$ cat config.mk
export PLATFORM = sky130hd
export DESIGN_NAME = rgb_to_hsv_converter
export DESIGN_NICKNAME = d
export VERILOG_FILES = /design/src/rtl/core/rhc_pkg.sv /design/src/rtl/core/rhc_front.sv /design/src/rtl/core/rhc_divider.sv /design/src/rtl/core/rgb_to_hsv_converter.sv
export VERILOG_INCLUDE_DIRS = /design/src /design/src/rtl/core
export SDC_FILE = /design/constraint.sdc
export NUM_CORES = 1
export LEC_CHECK = 0
export ABC_AREA = 1
export BUFFER_PORTS_ARGS = -buffer_cell sky130_fd_sc_hd__buf_4
export CAP_MARGIN = 20
export CORE_AREA = 2 2 286 288
export DETAILED_ROUTE_END_ITERATION = 10
export DIE_AREA = 0 0 288 290
export PLACE_DENSITY_LB_ADDON = 0.2
export SETUP_SLACK_MARGIN = 0.1
export SYNTH_ARGS = -nofsm -noshare
export SYNTH_HDL_FRONTEND = slang
export SYNTH_SLANG_ARGS = --single-unit
$ cat constraint.sdc
create_clock -name clk -period 8.35 [get_ports clk]
set_input_delay 1.2525 -clock clk [delete_from_list [all_inputs] [get_ports clk]]
set_output_delay 1.2525 -clock clk [all_outputs]
set_load 0.01 [all_outputs]
$ cat src/rtl/core/rgb_to_hsv_converter_macros.svh
// ----------------------------------------------------------------------------
// rgb_to_hsv_converter_macros
// assertion macros used by the rgb to hsv converter rtl
// ----------------------------------------------------------------------------
`ifndef RGB_TO_HSV_CONVERTER_MACROS_SVH
`define RGB_TO_HSV_CONVERTER_MACROS_SVH

`ifndef SYNTHESIS

// condition must hold at every clock edge out of reset
`define RHC_ASSERT_ALWAYS(label, clk, rst_n, cond) \
    label: assert property (@(posedge clk) disable iff (!rst_n) (cond)) \
        else $error("rhc assertion failed");

// antecedent implies consequent in the same cycle
`define RHC_ASSERT_IMPLIES(label, clk, rst_n, ante, cons) \
    label: assert property (@(posedge clk) disable iff (!rst_n) (ante) |-> (cons)) \
        else $error("rhc assertion failed");

`else

`define RHC_ASSERT_ALWAYS(label, clk, rst_n, cond)
`define RHC_ASSERT_IMPLIES(label, clk, rst_n, ante, cons)

`endif

`endif

$ cat src/rtl/core/rhc_pkg.sv
// ----------------------------------------------------------------------------
// rhc_pkg
// shared types and constants of the rgb to hsv converter
// ----------------------------------------------------------------------------
package rhc_pkg;

    localparam int CHAN_WIDTH   = 8;
    localparam int HUE_WIDTH    = 15;
    localparam int SAT_WIDTH    = 16;

    // both divisions run on a 24 bit numerator and an 8 bit divisor
    localparam int DIV_NUM_WIDTH = 24;
    localparam int DIV_STEPS_PER_STAGE = 4;

    localparam logic [HUE_WIDTH-1:0] HUE_SECTOR = 15'd3840;
    localparam logic [HUE_WIDTH-1:0] HUE_BASE_GREEN = 15'd7680;
    localparam logic [HUE_WIDTH-1:0] HUE_BASE_BLUE = 15'd15360;
    localparam logic [HUE_WIDTH-1:0] HUE_FULL = 15'd23040;

    localparam logic [SAT_WIDTH-1:0] GREY_THRESHOLD_RESET = 16'd9830;
    localparam logic [SAT_WIDTH-1:0] SAT_MAX = 16'hFFFF;

    typedef enum logic [1:0] {
        SECT_RED   = 2'd0,
        SECT_GREEN = 2'd1,
        SECT_BLUE  = 2'd2
    } sector_t;

    // per item side data carried alongside the dividers
    typedef struct packed {
        sector_t                 sector;
        logic                    neg;
        logic                    span_zero;
        logic                    max_zero;
        logic [CHAN_WIDTH-1:0]   brightness;
    } side_t;

endpackage

$ cat src/rtl/core/rhc_front.sv
// ----------------------------------------------------------------------------
// rhc_front
// input capture, max/min search and divider operand setup, three stages
// ----------------------------------------------------------------------------
module rhc_front (
    input  logic                              clk,
    input  logic                              rst_n,
    input  logic                              in_valid,
    input  logic [rhc_pkg::CHAN_WIDTH-1:0]    red,
    input  logic [rhc_pkg::CHAN_WIDTH-1:0]    green,
    input  logic [rhc_pkg::CHAN_WIDTH-1:0]    blue,
    output logic                              out_valid,
    output rhc_pkg::side_t                    side,
    output logic [rhc_pkg::DIV_NUM_WIDTH-1:0] hue_num,
    output logic [rhc_pkg::DIV_NUM_WIDTH-1:0] sat_num,
    output logic [rhc_pkg::CHAN_WIDTH-1:0]    span,
    output logic [rhc_pkg::CHAN_WIDTH-1:0]    max_chan
);

    localparam int CW = rhc_pkg::CHAN_WIDTH;
    localparam int NW = rhc_pkg::DIV_NUM_WIDTH;

    // stage 0: input capture
    logic          v0_reg;
    logic [CW-1:0] r0_reg, g0_reg, b0_reg;

    // stage 1: max, min and sector
    logic          v1_reg, v1_next;
    logic [CW-1:0] r1_reg, g1_reg, b1_reg;
    logic [CW-1:0] max1_reg, max1_next, min1_reg, min1_next;
    rhc_pkg::sector_t sect1_reg, sect1_next;

    // stage 2: operands
    logic          v2_reg;
    rhc_pkg::side_t side2_reg, side2_next;
    logic [NW-1:0] hue_num2_reg, hue_num2_next, sat_num2_reg, sat_num2_next;
    logic [CW-1:0] span2_reg, span2_next, max2_reg;

    logic [CW:0]   diff;
    logic [CW:0]   mag_full;
    logic [CW-1:0] mag;

    assign v1_next = v0_reg;

    always_comb
    begin
        // ties go to red, then green
        if (r0_reg >= g0_reg && r0_reg >= b0_reg)
        begin
            sect1_next = rhc_pkg::SECT_RED;
            max1_next  = r0_reg;
        end
        else if (g0_reg >= b0_reg)
        begin
            sect1_next = rhc_pkg::SECT_GREEN;
            max1_next  = g0_reg;
        end
        else
        begin
            sect1_next = rhc_pkg::SECT_BLUE;
            max1_next  = b0_reg;
        end
        min1_next = r0_reg;
        if (g0_reg < min1_next)
            min1_next = g0_reg;
        if (b0_reg < min1_next)
            min1_next = b0_reg;
    end

    always_comb
    begin
        unique case (sect1_reg)
            rhc_pkg::SECT_RED:   diff = {1'b0, g1_reg} - {1'b0, b1_reg};
            rhc_pkg::SECT_GREEN: diff = {1'b0, b1_reg} - {1'b0, r1_reg};
            rhc_pkg::SECT_BLUE:  diff = {1'b0, r1_reg} - {1'b0, g1_reg};
            default:             diff = '0;
        endcase
        mag_full = diff[CW] ? (~diff + 1'b1) : diff;
        mag      = mag_full[CW-1:0];

        span2_next    = max1_reg - min1_reg;
        hue_num2_next = NW'(mag) * NW'(rhc_pkg::HUE_SECTOR);
        sat_num2_next = {span2_next, 16'h0000};

        side2_next.sector     = sect1_reg;
        side2_next.neg        = diff[CW];
        side2_next.span_zero  = (span2_next == '0);
        side2_next.max_zero   = (max1_reg == '0);
        side2_next.brightness = max1_reg;
    end

    always_ff @(posedge clk or negedge rst_n)
    begin
        if (!rst_n)
        begin
            v0_reg <= 1'b0;
            v1_reg <= 1'b0;
            v2_reg <= 1'b0;
        end
        else
        begin
            v0_reg <= in_valid;
            v1_reg <= v1_next;
            v2_reg <= v1_reg;
        end
    end

    always_ff @(posedge clk)
    begin
        r0_reg       <= red;
        g0_reg       <= green;
        b0_reg       <= blue;
        r1_reg       <= r0_reg;
        g1_reg       <= g0_reg;
        b1_reg       <= b0_reg;
        max1_reg     <= max1_next;
        min1_reg     <= min1_next;
        sect1_reg    <= sect1_next;
        side2_reg    <= side2_next;
        hue_num2_reg <= hue_num2_next;
        sat_num2_reg <= sat_num2_next;
        span2_reg    <= span2_next;
        max2_reg     <= max1_reg;
    end

    assign out_valid = v2_reg;
    assign side      = side2_reg;
    assign hue_num   = hue_num2_reg;
    assign sat_num   = sat_num2_reg;
    assign span      = span2_reg;
    assign max_chan  = max2_reg;

endmodule

$ cat src/rtl/core/rhc_divider.sv
// ----------------------------------------------------------------------------
// rhc_divider
// pipelined restoring divider, STEPS_PER_STAGE quotient bits per stage
// ----------------------------------------------------------------------------
module rhc_divider #(
    parameter int NUM_WIDTH       = rhc_pkg::DIV_NUM_WIDTH,
    parameter int DEN_WIDTH       = rhc_pkg::CHAN_WIDTH,
    parameter int STEPS_PER_STAGE = rhc_pkg::DIV_STEPS_PER_STAGE
) (
    input  logic                 clk,
    input  logic                 rst_n,
    input  logic                 in_valid,
    input  logic [NUM_WIDTH-1:0] num,
    input  logic [DEN_WIDTH-1:0] den,
    output logic                 out_valid,
    output logic [NUM_WIDTH-1:0] quot,
    output logic [DEN_WIDTH-1:0] rem
);

    localparam int STAGES = (NUM_WIDTH + STEPS_PER_STAGE - 1) / STEPS_PER_STAGE;

    // work holds the unconsumed numerator bits, quotient bits shift in at the bottom
    logic                 valid_reg [STAGES];
    logic [NUM_WIDTH-1:0] work_reg  [STAGES];
    logic [DEN_WIDTH-1:0] rem_reg   [STAGES];
    logic [DEN_WIDTH-1:0] den_reg   [STAGES];

    for (genvar s = 0; s < STAGES; s++)
    begin : g_stage
        logic                 valid_in;
        logic [NUM_WIDTH-1:0] work_in, work_next;
        logic [DEN_WIDTH-1:0] rem_in, rem_next, den_in;

        if (s == 0)
        begin : g_first
            assign valid_in = in_valid;
            assign work_in  = num;
            assign rem_in   = '0;
            assign den_in   = den;
        end
        else
        begin : g_rest
            assign valid_in = valid_reg[s-1];
            assign work_in  = work_reg[s-1];
            assign rem_in   = rem_reg[s-1];
            assign den_in   = den_reg[s-1];
        end

        always_comb
        begin
            logic [DEN_WIDTH:0] trial;
            work_next = work_in;
            rem_next  = rem_in;
            trial     = '0;
            for (int k = 0; k < STEPS_PER_STAGE; k++)
            begin
                if (s * STEPS_PER_STAGE + k < NUM_WIDTH)
                begin
                    trial     = {rem_next, work_next[NUM_WIDTH-1]};
                    work_next = {work_next[NUM_WIDTH-2:0], 1'b0};
                    if (trial >= {1'b0, den_in})
                    begin
                        trial        = trial - {1'b0, den_in};
                        work_next[0] = 1'b1;
                    end
                    rem_next = trial[DEN_WIDTH-1:0];
                end
            end
        end

        always_ff @(posedge clk or negedge rst_n)
        begin
            if (!rst_n)
                valid_reg[s] <= 1'b0;
            else
                valid_reg[s] <= valid_in;
        end

        always_ff @(posedge clk)
        begin
            work_reg[s] <= work_next;
            rem_reg[s]  <= rem_next;
            den_reg[s]  <= den_in;
        end
    end

    assign out_valid = valid_reg[STAGES-1];
    assign quot      = work_reg[STAGES-1];
    assign rem       = rem_reg[STAGES-1];

endmodule

$ cat src/rtl/core/rgb_to_hsv_converter.sv
// ----------------------------------------------------------------------------
// rgb_to_hsv_converter
// 8-bit rgb pixel to fixed point hue, saturation, value and grey flag
// ----------------------------------------------------------------------------
// fully pipelined: one item is taken in every clock cycle and busy never rises.
// each item's result appears on the result ports, marked by result_valid, for
// one cycle; the receiver cannot stall, so results must be taken as they come.
// each item passes the front end stages, the stages of the two restoring
// dividers (hue offset and saturation), which retire STEPS_PER_STAGE quotient
// bits per stage, and the result register. grey_threshold is written through
// the cfg port (always ready) and should only change while no item is in flight.
// ----------------------------------------------------------------------------
`include "rgb_to_hsv_converter_macros.svh"

module rgb_to_hsv_converter #(
    parameter int STEPS_PER_STAGE = rhc_pkg::DIV_STEPS_PER_STAGE
) (
    input  logic                            clk,
    input  logic                            rst_n,
    // item input
    input  logic                            start,
    output logic                            busy,
    input  logic [rhc_pkg::CHAN_WIDTH-1:0]  red,
    input  logic [rhc_pkg::CHAN_WIDTH-1:0]  green,
    input  logic [rhc_pkg::CHAN_WIDTH-1:0]  blue,
    // result output
    output logic                            result_valid,
    output logic [rhc_pkg::HUE_WIDTH-1:0]   hue,
    output logic [rhc_pkg::SAT_WIDTH-1:0]   saturation,
    output logic [rhc_pkg::CHAN_WIDTH-1:0]  brightness,
    output logic                            is_grey,
    // configuration write
    input  logic                            cfg_valid,
    output logic                            cfg_ready,
    input  logic [rhc_pkg::SAT_WIDTH-1:0]   cfg_data
);

    localparam int NW       = rhc_pkg::DIV_NUM_WIDTH;
    localparam int CW       = rhc_pkg::CHAN_WIDTH;
    localparam int HW       = rhc_pkg::HUE_WIDTH;
    localparam int SW       = rhc_pkg::SAT_WIDTH;
    localparam int STAGES   = (NW + STEPS_PER_STAGE - 1) / STEPS_PER_STAGE;
    localparam int LATENCY  = STAGES + 4;
    // hue quotient never exceeds 3840, so 12 bits carry it
    localparam int HQ_WIDTH = 12;

    logic [SW-1:0] threshold_reg;

    // front end outputs
    logic           fe_valid;
    rhc_pkg::side_t fe_side;
    logic [NW-1:0]  fe_hue_num, fe_sat_num;
    logic [CW-1:0]  fe_span, fe_max;

    // divider outputs
    logic          hdiv_valid, sdiv_valid;
    logic [NW-1:0] hdiv_quot, sdiv_quot;
    logic [CW-1:0] hdiv_rem, sdiv_rem;

    // side data delayed to line up with the divider outputs
    rhc_pkg::side_t side_reg [STAGES];
    rhc_pkg::side_t side_out;

    // result stage
    logic          valid_reg;
    logic [HW-1:0] hue_reg, hue_next;
    logic [SW-1:0] sat_reg, sat_next;
    logic [CW-1:0] bright_reg;
    logic          grey_reg, grey_next;

    logic [HQ_WIDTH-1:0] hq;
    logic [HQ_WIDTH:0]   hq_ceil;
    logic [HW-1:0]       hue_base;

    assign busy      = 1'b0;
    assign cfg_ready = 1'b1;

    always_ff @(posedge clk or negedge rst_n)
    begin
        if (!rst_n)
            threshold_reg <= rhc_pkg::GREY_THRESHOLD_RESET;
        else if (cfg_valid && cfg_ready)
            threshold_reg <= cfg_data;
    end

    rhc_front u_front (
        .clk       (clk),
        .rst_n     (rst_n),
        .in_valid  (start && !busy),
        .red       (red),
        .green     (green),
        .blue      (blue),
        .out_valid (fe_valid),
        .side      (fe_side),
        .hue_num   (fe_hue_num),
        .sat_num   (fe_sat_num),
        .span      (fe_span),
        .max_chan  (fe_max)
    );

    // hue offset: 3840 * |diff| / span
    rhc_divider #(
        .NUM_WIDTH       (NW),
        .DEN_WIDTH       (CW),
        .STEPS_PER_STAGE (STEPS_PER_STAGE)
    ) u_hue_div (
        .clk       (clk),
        .rst_n     (rst_n),
        .in_valid  (fe_valid),
        .num       (fe_hue_num),
        .den       (fe_span),
        .out_valid (hdiv_valid),
        .quot      (hdiv_quot),
        .rem       (hdiv_rem)
    );

    // saturation: span * 65536 / max
    rhc_divider #(
        .NUM_WIDTH       (NW),
        .DEN_WIDTH       (CW),
        .STEPS_PER_STAGE (STEPS_PER_STAGE)
    ) u_sat_div (
        .clk       (clk),
        .rst_n     (rst_n),
        .in_valid  (fe_valid),
        .num       (fe_sat_num),
        .den       (fe_max),
        .out_valid (sdiv_valid),
        .quot      (sdiv_quot),
        .rem       (sdiv_rem)
    );

    for (genvar s = 0; s < STAGES; s++)
    begin : g_side
        if (s == 0)
        begin : g_first
            always_ff @(posedge clk)
                side_reg[s] <= fe_side;
        end
        else
        begin : g_rest
            always_ff @(posedge clk)
                side_reg[s] <= side_reg[s-1];
        end
    end

    assign side_out = side_reg[STAGES-1];

    // result assembly
    always_comb
    begin
        hq      = hdiv_quot[HQ_WIDTH-1:0];
        // negative differences round toward minus infinity: negate the ceiling
        hq_ceil = {1'b0, hq} + (HQ_WIDTH + 1)'(hdiv_rem != '0);

        unique case (side_out.sector)
            rhc_pkg::SECT_RED:   hue_base = '0;
            rhc_pkg::SECT_GREEN: hue_base = rhc_pkg::HUE_BASE_GREEN;
            rhc_pkg::SECT_BLUE:  hue_base = rhc_pkg::HUE_BASE_BLUE;
            default:             hue_base = '0;
        endcase

        if (side_out.span_zero)
            hue_next = '0;
        else if (side_out.neg)
        begin
            // red sector wraps below zero to the top of the circle
            if (side_out.sector == rhc_pkg::SECT_RED)
                hue_next = rhc_pkg::HUE_FULL - HW'(hq_ceil);
            else
                hue_next = hue_base - HW'(hq_ceil);
        end
        else
            hue_next = hue_base + HW'(hq);

        // full span gives 65536, clamp it
        if (side_out.max_zero)
            sat_next = '0;
        else if (sdiv_quot[NW-1:SW] != '0)
            sat_next = rhc_pkg::SAT_MAX;
        else
            sat_next = sdiv_quot[SW-1:0];

        grey_next = (sat_next < threshold_reg);
    end

    always_ff @(posedge clk or negedge rst_n)
    begin
        if (!rst_n)
            valid_reg <= 1'b0;
        else
            valid_reg <= hdiv_valid;
    end

    always_ff @(posedge clk)
    begin
        hue_reg    <= hue_next;
        sat_reg    <= sat_next;
        bright_reg <= side_out.brightness;
        grey_reg   <= grey_next;
    end

    assign result_valid = valid_reg;
    assign hue          = hue_reg;
    assign saturation   = sat_reg;
    assign brightness   = bright_reg;
    assign is_grey      = grey_reg;

    // both dividers move in lockstep
    `RHC_ASSERT_ALWAYS(a_div_lockstep, clk, rst_n, hdiv_valid == sdiv_valid)
    // every result comes a fixed latency after its start
    `RHC_ASSERT_IMPLIES(a_latency, clk, rst_n, result_valid, $past(start && rst_n, LATENCY))
    // hue stays on the circle
    `RHC_ASSERT_IMPLIES(a_hue_range, clk, rst_n, result_valid, hue < rhc_pkg::HUE_FULL)
    // a black pixel has no hue and no saturation
    `RHC_ASSERT_IMPLIES(a_black, clk, rst_n, result_valid && brightness == '0, hue == '0 && saturation == '0)

endmodule

==> results of run 1 <==
## cells by family (layout without fill, tap and decap cells)
kind of cell    after synthesis  in the layout  share of synthesized area [%]
xor+xnor                    269            269                          6.582
other cells                   2              5                        0.02098
fa+ha+maj                   503            503                          18.48
simple gates               2135           2135                          26.60
flops                       503            503                          28.52
buf+inv                     766            916                          8.613
compound gates              706            706                          11.18
## critical path, delay by kind of cell, from the launching register on
family	cells	cell delay, ns
AO/OA/AOI/OAI	10	2.92
adder cells (fa/ha/maj)	4	1.37
buffers and inverters	3	0.46
flip-flops	1	0.44
AND/OR/NAND/NOR	17	1.99
## layer usage
| metal | share of wire (%) | routed length (um) | up-vias | GRT usage, % |
|---|---|---|---|---|
| met3 | 3.6 | 3016 | 127 | 2.358 |
| li1 | - | - | 16112 | - |
| met1 | 48 | 39780 | 13476 | 26.76 |
| met5 | 0 | 0 | - | 0 |
| met2 | 46 | 38000 | 486 | 33.22 |
| met4 | 2.2 | 1841 | 0 | 4.979 |
## placed cells by master, fill, tap and decap left out, types with 10 or more instances in the layout
| cell | n |
|---|---|
| nor4_1 | 10 |
| nand3b_1 | 21 |
| a21oi_2 | 13 |
| ha_1 | 460 |
| xnor2_1 | 106 |
| inv_2 | 27 |
| nor3_1 | 38 |
| nand3_1 | 246 |
| or2_2 | 34 |
| nor2_4 | 15 |
| a31oi_1 | 11 |
| o21ai_1 | 42 |
| nor2_1 | 280 |
| a21oi_1 | 332 |
| nand3_2 | 33 |
| o221ai_1 | 12 |
| o21ai_0 | 174 |
| fa_1 | 43 |
| nand2_1 | 1277 |
| nor2_2 | 17 |
| o211ai_1 | 26 |
| a211oi_1 | 17 |
| inv_1 | 685 |
| clkbuf_16 | 58 |
| o21a_1 | 20 |
| dfrtp_1 | 19 |
| nand4_1 | 77 |
| dfxtp_1 | 477 |
| xor2_1 | 163 |
| o21ai_2 | 22 |
| nand2_2 | 54 |
| buf_4 | 85 |
## layout make-up
cell class | instances | area, um^2 | area share [%]
multi-input cells | 3618 | 22510 | 57.13
flip-flops and latches | 503 | 10210 | 25.91
inverters | 723 | 2736 | 6.944
clock buffers | 74 | 1602 | 4.064
well taps | 1060 | 1326 | 3.366
repair buffers | 85 | 638.1 | 1.619
clock inverters | 34 | 380.4 | 0.9653
## how the worst min path moves through the flow
stage                     slack (ns)                   endpoint                      start  depth (start not counted)
after global placement          0.31   u_sat_div.work_reg[2][5]   u_sat_div.work_reg[1][1]                          0
after floorplan                 0.31              brightness[0]             side_reg[5][0]                          0
final                           0.32   u_sat_div.work_reg[3][4]   u_sat_div.work_reg[2][0]                          0
after detailed placement        0.31              brightness[5]             side_reg[5][5]                          0
after global routing            0.33   u_sat_div.work_reg[3][4]   u_sat_div.work_reg[2][0]                          0
after CTS                       0.32  u_sat_div.work_reg[5][15]  u_sat_div.work_reg[4][11]                          0
## through the flow
step,utilization (%),hold slack (ns)
3_3_place_gp,46.69,0.3098
4_1_cts,49.16,0.3196
5_1_grt,49.16,0.3250
3_5_place_dp,46.69,0.3121
6_report,49.16,0.3185
2_1_floorplan,-,0.3096
==> results.md, run 1 <==
* Worst setup SP type: register
* Async set-or-reset flop fraction in the synthesized netlist at between 5 and 6%
* RSZ-0062 raised after global routing: false
* Largest net degree at the start of global routing at 33
* Synthesized area at between 30000 and 40000 um^2
* Die area at around 84000 um^2
* TritonCTS Buffers at 58
* DRT antenna net count at 0
* Primary FF master, synth: dfxtp_1
* Clk Latency, worst-skew pair at roughly 0.63 ns
* Final TNS setup at 0 ns
* First-pass detailed-route iteration total at 5
* Most used cell along the critical path: nand2_1
* DP Wirelength at between 60000 and 70000 um
* Final Cycle Share at between 80% and 90%
* Root Driver: clkbuf_16
* Layout cell share with drive strength beyond 1 at 8.854%
* Count of cell types in the netlist at 67
* Setup Fix Bufs, Post-CTS at 0
* Layout Skew at between 0.015 and 0.02 ns
* Top cell type's share of synthesized area at between 20% and 30%
* CTS tree: yes
* Gr usage total at ~20%
* Hold Buf Count CTS at 0
* Num rows at between 100 and 150
* Via density at 4.953
* Actual slew at the worst max-slew pin at ~0.64 ns
* Post-synthesis sequential area ratio at between 20% and 30%
* Routability congestion estimate at about 0.9
* Final Hold Viols at 0
* Initial detailed-routing violation count at between 1500 and 2000
* Slew HR at between 50% and 60%
* CP max stage delay at 0.50 ns
* Dpl ws at about 1.2 ns
* R2R cell count at 34
* Wirelength per Cell at 13.55 um
* First-pass GRT wire length at ~140000 um
* Top cells by area, synth: dfxtp_1 27%, ha_1 16%, nand2_1 13%
* Port bufs at 84
* Post_cts resized at 0
* CTS Sinks at ~500
* R2R Path End: u_sat_div.rem_reg[1][7]
* Initial Util at between 40% and 50%
* Nets at between 5000 and 6000
* Gate count of the mapped netlist at just under 5000
* Max Cap Viol at 0
* Worst R2R Start: side_reg[0][1]
* Placed Cells incl. Taps at ~6000
* Largest area contributor in the netlist: dfxtp_1
* Status: finished, final reports clean
* Avg Cell Area, Syn at 7.329 um^2
* Setup Viol. Count Final at 0
* EDFF count, synth at 0
* Top-count cell post-synth: nand2_1
* Critical path endpoint: u_sat_div.rem_reg[1][7]
* Worst EP arrival at about 7.8 ns
* R2r setup slk at ~1.1 ns
* Total number of vias at 30201
* FMAX at 0.1386 GHz
* DRC at 0
* Synth top cells by count: 1277 x nand2_1, 685 x inv_1, 477 x dfxtp_1
* Antenna violations before repair at 0
* Total gr overflow at 0
* Worst Hold Class: reg -> reg
* Die height at around 290 um
* CTS Buffer Depth at 3
* Syn. warnings at 0
* Max FFs per register at 84
* H-tree levels at 2
* Clk slew on worst S/H paths at roughly 0.060 ns
* Vias in the first global route at ~28000
* Final Worst Setup Slack at approximately 1.1 ns
* Slowest CP cell: o21ai_0
* Final slew viol count at 0
* Io pins at between 80 and 90
* Die X at approximately 290 um
* Ant. Diodes at 0
* DP Area at about 37000 um^2
* CP Capture Type: register
* Fillcell total at just over 8000
* Worst-path fanout max at 13
* Finished Layout Cells at 6097
* Setup crit start: side_reg[0][1]
* Core footprint at ~80000 um^2
* CP required at 8.92 ns
* Final Instance Area at 39410 um^2
* Synthesized flop and latch total at approximately 500
* Final WL at a little over 80000 um
* Critical path class: reg -> reg
* P&R area growth vs syn at 10.09%
* Post-layout min period at 7.216 ns
Power of run 1 is left out: the tool's default activity adds up to more than one toggle a clock period on the data nets, which glitch-free logic cannot reach.
==> run 2: changes to the inputs <==
- CTS_BUF_LIST: not set -> sky130_fd_sc_hd__clkbuf_8
==> results.md, run 2 (synthesis gave the netlist of run 1 again) <==
* Status: finished, final reports clean
* Routability congestion estimate at roughly 0.9
* Actual slew at the worst max-slew pin at between 0.6 and 0.7 ns
* CP required at around 9 ns
* Max Cap Viol at 0
* First-pass detailed-route iteration total at 5
* Most frequent cells in the layout: 1277 x nand2_1, 703 x inv_1, 477 x dfxtp_1
* Slowest CP cell: o21ai_0
* Clk Latency, worst-skew pair at between 0.7 and 0.8 ns
* Nets at 5568
* Finished Layout Cells at 6154
* Die area at 83520 um^2
* TritonCTS Buffers at 90
* DRC at 0
* DRT antenna net count at 0
* CTS tree: yes
* Root Driver: clkbuf_8
* Wirelength per Cell at 13.41 um
* P&R area growth vs syn at 10.43%
* Setup Fix Bufs, Post-CTS at 0
* Clk slew on worst S/H paths at around 0.06 ns
* Worst Path Buf+Inv at 3
* Core footprint at ~80000 um^2
* Final Hold Viols at 0
* Initial detailed-routing violation count at between 1500 and 2000
* Total gr overflow at 0
* Final WL at slightly above 80000 um
* Die height at between 200 and 300 um
* First-pass GRT wire length at 139100 um
* Hold WS at approximately 0.3 ns
* Worst Hold Class: reg -> reg
* Layout cell share with drive strength beyond 1 at 9.641%
* RSZ-0062 raised after global routing: false
* CP top delay family: compound AO/OA/AOI/OAI gates
* Io pins at 87
* Num rows at ~100
* Initial Util at 44.66%
* Vias in the first global route at ~29000
* CP Capture Type: register
* Final slew viol count at 0
* Most common library cell in the layout ignoring fill and taps: nand2_1
* Worst-path fanout max at 13
* Port bufs at 84
* Largest net degree at the start of global routing at 33
* Placed Cells incl. Taps at 5989
* Slew HR at ~57%
* Post_cts resized at 0
* Setup Viol. Count Final at 0
* Final Cycle Share at 86.01%
* CP max stage delay at 0.49 ns
* Gr usage total at between 10% and 20%
* Final TNS setup at 0 ns
* CTS Buffer Depth at 3
* Worst setup SP type: register
* Most used cell along the critical path: nand2_1
* Critical path class: reg -> reg
* Via density at 4.925
* DP Wirelength at roughly 67000 um
* Total number of vias at 30308
* Layout Skew at ~0.034 ns
* Hold Buf Count CTS at 0
* Die X at about 290 um
* CTS Sinks at 503
* H-tree levels at 3
* Antenna violations before repair at 1
* FMAX at 0.1392 GHz
* Final Instance Area at approximately 40000 um^2
* Worst EP arrival at 7.81 ns
* DP Area at 37420 um^2
* Max FFs per register at between 80 and 90
* Post-layout min period at just over 7 ns
[run 2: final timing paths]
| check | cells past startpoint | endpoint | from | slack, ns |
|---|---|---|---|---|
| setup / recovery | 34 | u_sat_div.rem_reg[1][7] | side_reg[0][1] | 1.17 |
| hold / removal | 0 | u_sat_div.work_reg[3][5] | u_sat_div.work_reg[2][1] | 0.30 |
| setup reg to reg | 34 | u_sat_div.rem_reg[1][7] | side_reg[0][1] | 1.17 |
| hold reg to reg | 0 | u_sat_div.work_reg[3][5] | u_sat_div.work_reg[2][1] | 0.30 |
| max in group asynchronous | 1 | threshold_reg[13] | rst_n | 7.59 |
| min in group asynchronous | 1 | threshold_reg[8] | rst_n | 0.45 |
[run 2: per-stage QoR]
step | util, % | setup slack [ns]
floorplan | - | 2.364
global placement | 46.69 | 1.368
detailed placement | 46.69 | 1.174
CTS | 49.31 | 1.138
global route | 49.31 | 0.1417
finish | 49.31 | 1.168
[run 2: cell type report]
| class | count | area [um^2] |
|---|---|---|
| clock buffers | 110 | 1514 |
| flip-flops and latches | 503 | 10210 |
| multi-input cells | 3618 | 22510 |
| inverters | 723 | 2736 |
| repair buffers | 85 | 638.1 |
| fillers | 8098 | 40630 |
| well taps | 1060 | 1326 |
| clock inverters | 54 | 589.3 |
| diodes | 1 | 2.502 |
[run 2: per-layer routing]
layer	global-route usage (%)	wire length, um	vias to the layer above
met5	0	0	-
met4	5.485	1751	0
met3	2.846	3382	131
met2	33.05	37960	486
met1	26.62	39440	13496
li1	-	-	16195
Power of run 2 is left out for the same reason.
==> run 3: changes to the inputs <==
- PLACE_DENSITY: not set -> 0.56
- PLACE_DENSITY_LB_ADDON: 0.2 -> not set
==> results.md, run 3 (synthesis gave the netlist of run 1 again) <==
* Status: finished, final reports clean
* Wirelength per Cell at approximately 14 um
* Final Hold Viols at 0
* Via density at 4.916
* Hold WS at around 0.31 ns
* CP Capture Type: register
* Die area at 83520 um^2
* Finished Layout Cells at around 6000
* First-pass GRT wire length at around 140000 um
* Slew HR at approximately 53%
* Port bufs at between 80 and 90
* P&R area growth vs syn at 10.49%
* CP top delay family: compound AO/OA/AOI/OAI gates
* Initial detailed-routing violation count at around 1500
* First-pass detailed-route iteration total at 5
* DRT antenna net count at 0
* CTS Sinks at 503
* Max Cap Viol at 0
* Setup Viol. Count Final at 0
* Max FFs per register at 84
* Worst setup SP type: register
* Total number of vias at between 30000 and 40000
* Layout cell share with drive strength beyond 1 at roughly a tenth
* Antenna violations before repair at 2
* Post-layout min period at roughly 7.4 ns
* Setup Fix Bufs, Post-CTS at 0
* Actual slew at the worst max-slew pin at around 0.71 ns
* Root Driver: clkbuf_8
* Final Cycle Share at roughly nine tenths
* DP Wirelength at ~70000 um
* Hold Buf Count CTS at 0
* Die X at around 290 um
* Nets at 5567
* Total gr overflow at 0
* Worst Path Buf+Inv at 4
* FMAX at 0.1356 GHz
* Final Instance Area at just under 40000 um^2
* Most used cell along the critical path: nand2_1
* Final TNS setup at 0 ns
* Worst-path fanout max at 13
* Die height at 290 um
* Worst EP arrival at 7.95 ns
* Initial Util at 44.66%
* Fillcell total at a little over 8000
* Most frequent cells in the layout: 1277 x nand2_1, 709 x inv_1, 477 x dfxtp_1
* H-tree levels at 3
* Worst Hold Class: reg -> reg
* DP Area at 37420 um^2
* Num rows at between 100 and 150
* CTS Buffer Depth at 3
* Placed Cells incl. Taps at between 5000 and 6000
* Critical path class: reg -> reg
* TritonCTS Buffers at 89
* Layout Skew at approximately 0.047 ns
* Vias in the first global route at between 20000 and 30000
* CP required at about 8.9 ns
* Clk Latency, worst-skew pair at 0.70 ns
* CTS tree: yes
* Clk slew on worst S/H paths at roughly 0.06 ns
* Slowest CP cell: o21ai_0
* Core footprint at approximately 80000 um^2
* Io pins at 87
* RSZ-0062 raised after global routing: false
* Routability congestion estimate at between 0.8 and 0.9
* Gr usage total at 20.19%
* Final slew viol count at 0
* Post_cts resized at 0
* Final WL at between 80000 and 90000 um
* DRC at 0
* Largest net degree at the start of global routing at 33
* CP max stage delay at 0.51 ns
* Most common library cell in the layout ignoring fill and taps: nand2_1
-- run 3: cell types whose count changed in the layout (fill, tap and decap cells not counted), sizes merged --
cell,change
clkbuf,-5
diode,+1
inv,+6
clkinv,-5
bufinv,+3
-- run 3: final cells by class --
class,instances,area [um^2],area share (%)
Antenna cell,2,5.005,0.01265
Timing Repair Buffer,85,638.1,1.613
Clock buffer,105,1445,3.654
Sequential cell,503,10210,25.81
Inverter,723,2736,6.919
Tap cell,1060,1326,3.353
Clock inverter,58,676.9,1.711
Multi-Input combinational cell,3618,22510,56.93
-- run 3: worst paths after layout --
check	start	endpoint	slack, ns	depth (start not counted)
setup / recovery	side_reg[3][1]	u_sat_div.rem_reg[4][1]	0.97	35
hold / removal	side_reg[4][9]	side_reg[5][9]	0.31	0
setup reg to reg	side_reg[3][1]	u_sat_div.rem_reg[4][1]	0.97	35
hold reg to reg	side_reg[4][9]	side_reg[5][9]	0.31	0
max in group asynchronous	rst_n	threshold_reg[13]	7.54	1
min in group asynchronous	rst_n	threshold_reg[4]	0.48	1
-- run 3: per-layer routing --
layer	part of all wire, %	wire length [um]	vias to the layer above	GRT usage (%)
li1	-	-	16202	-
met1	48	40900	13408	27.29
met2	45	38140	505	33.26
met3	3.9	3324	140	3.019
met4	2.3	1970	0	5.662
met5	0	0	-	0
-- run 3: through the flow --
step / setup slack [ns] / util [%]
6_report: 0.9733 / 49.34
5_1_grt: 0.2347 / 49.34
4_1_cts: 1.016 / 49.34
3_5_place_dp: 1.075 / 46.69
3_3_place_gp: 1.160 / 46.69
2_1_floorplan: 2.364 / -
Power of run 3 is left out for the same reason.
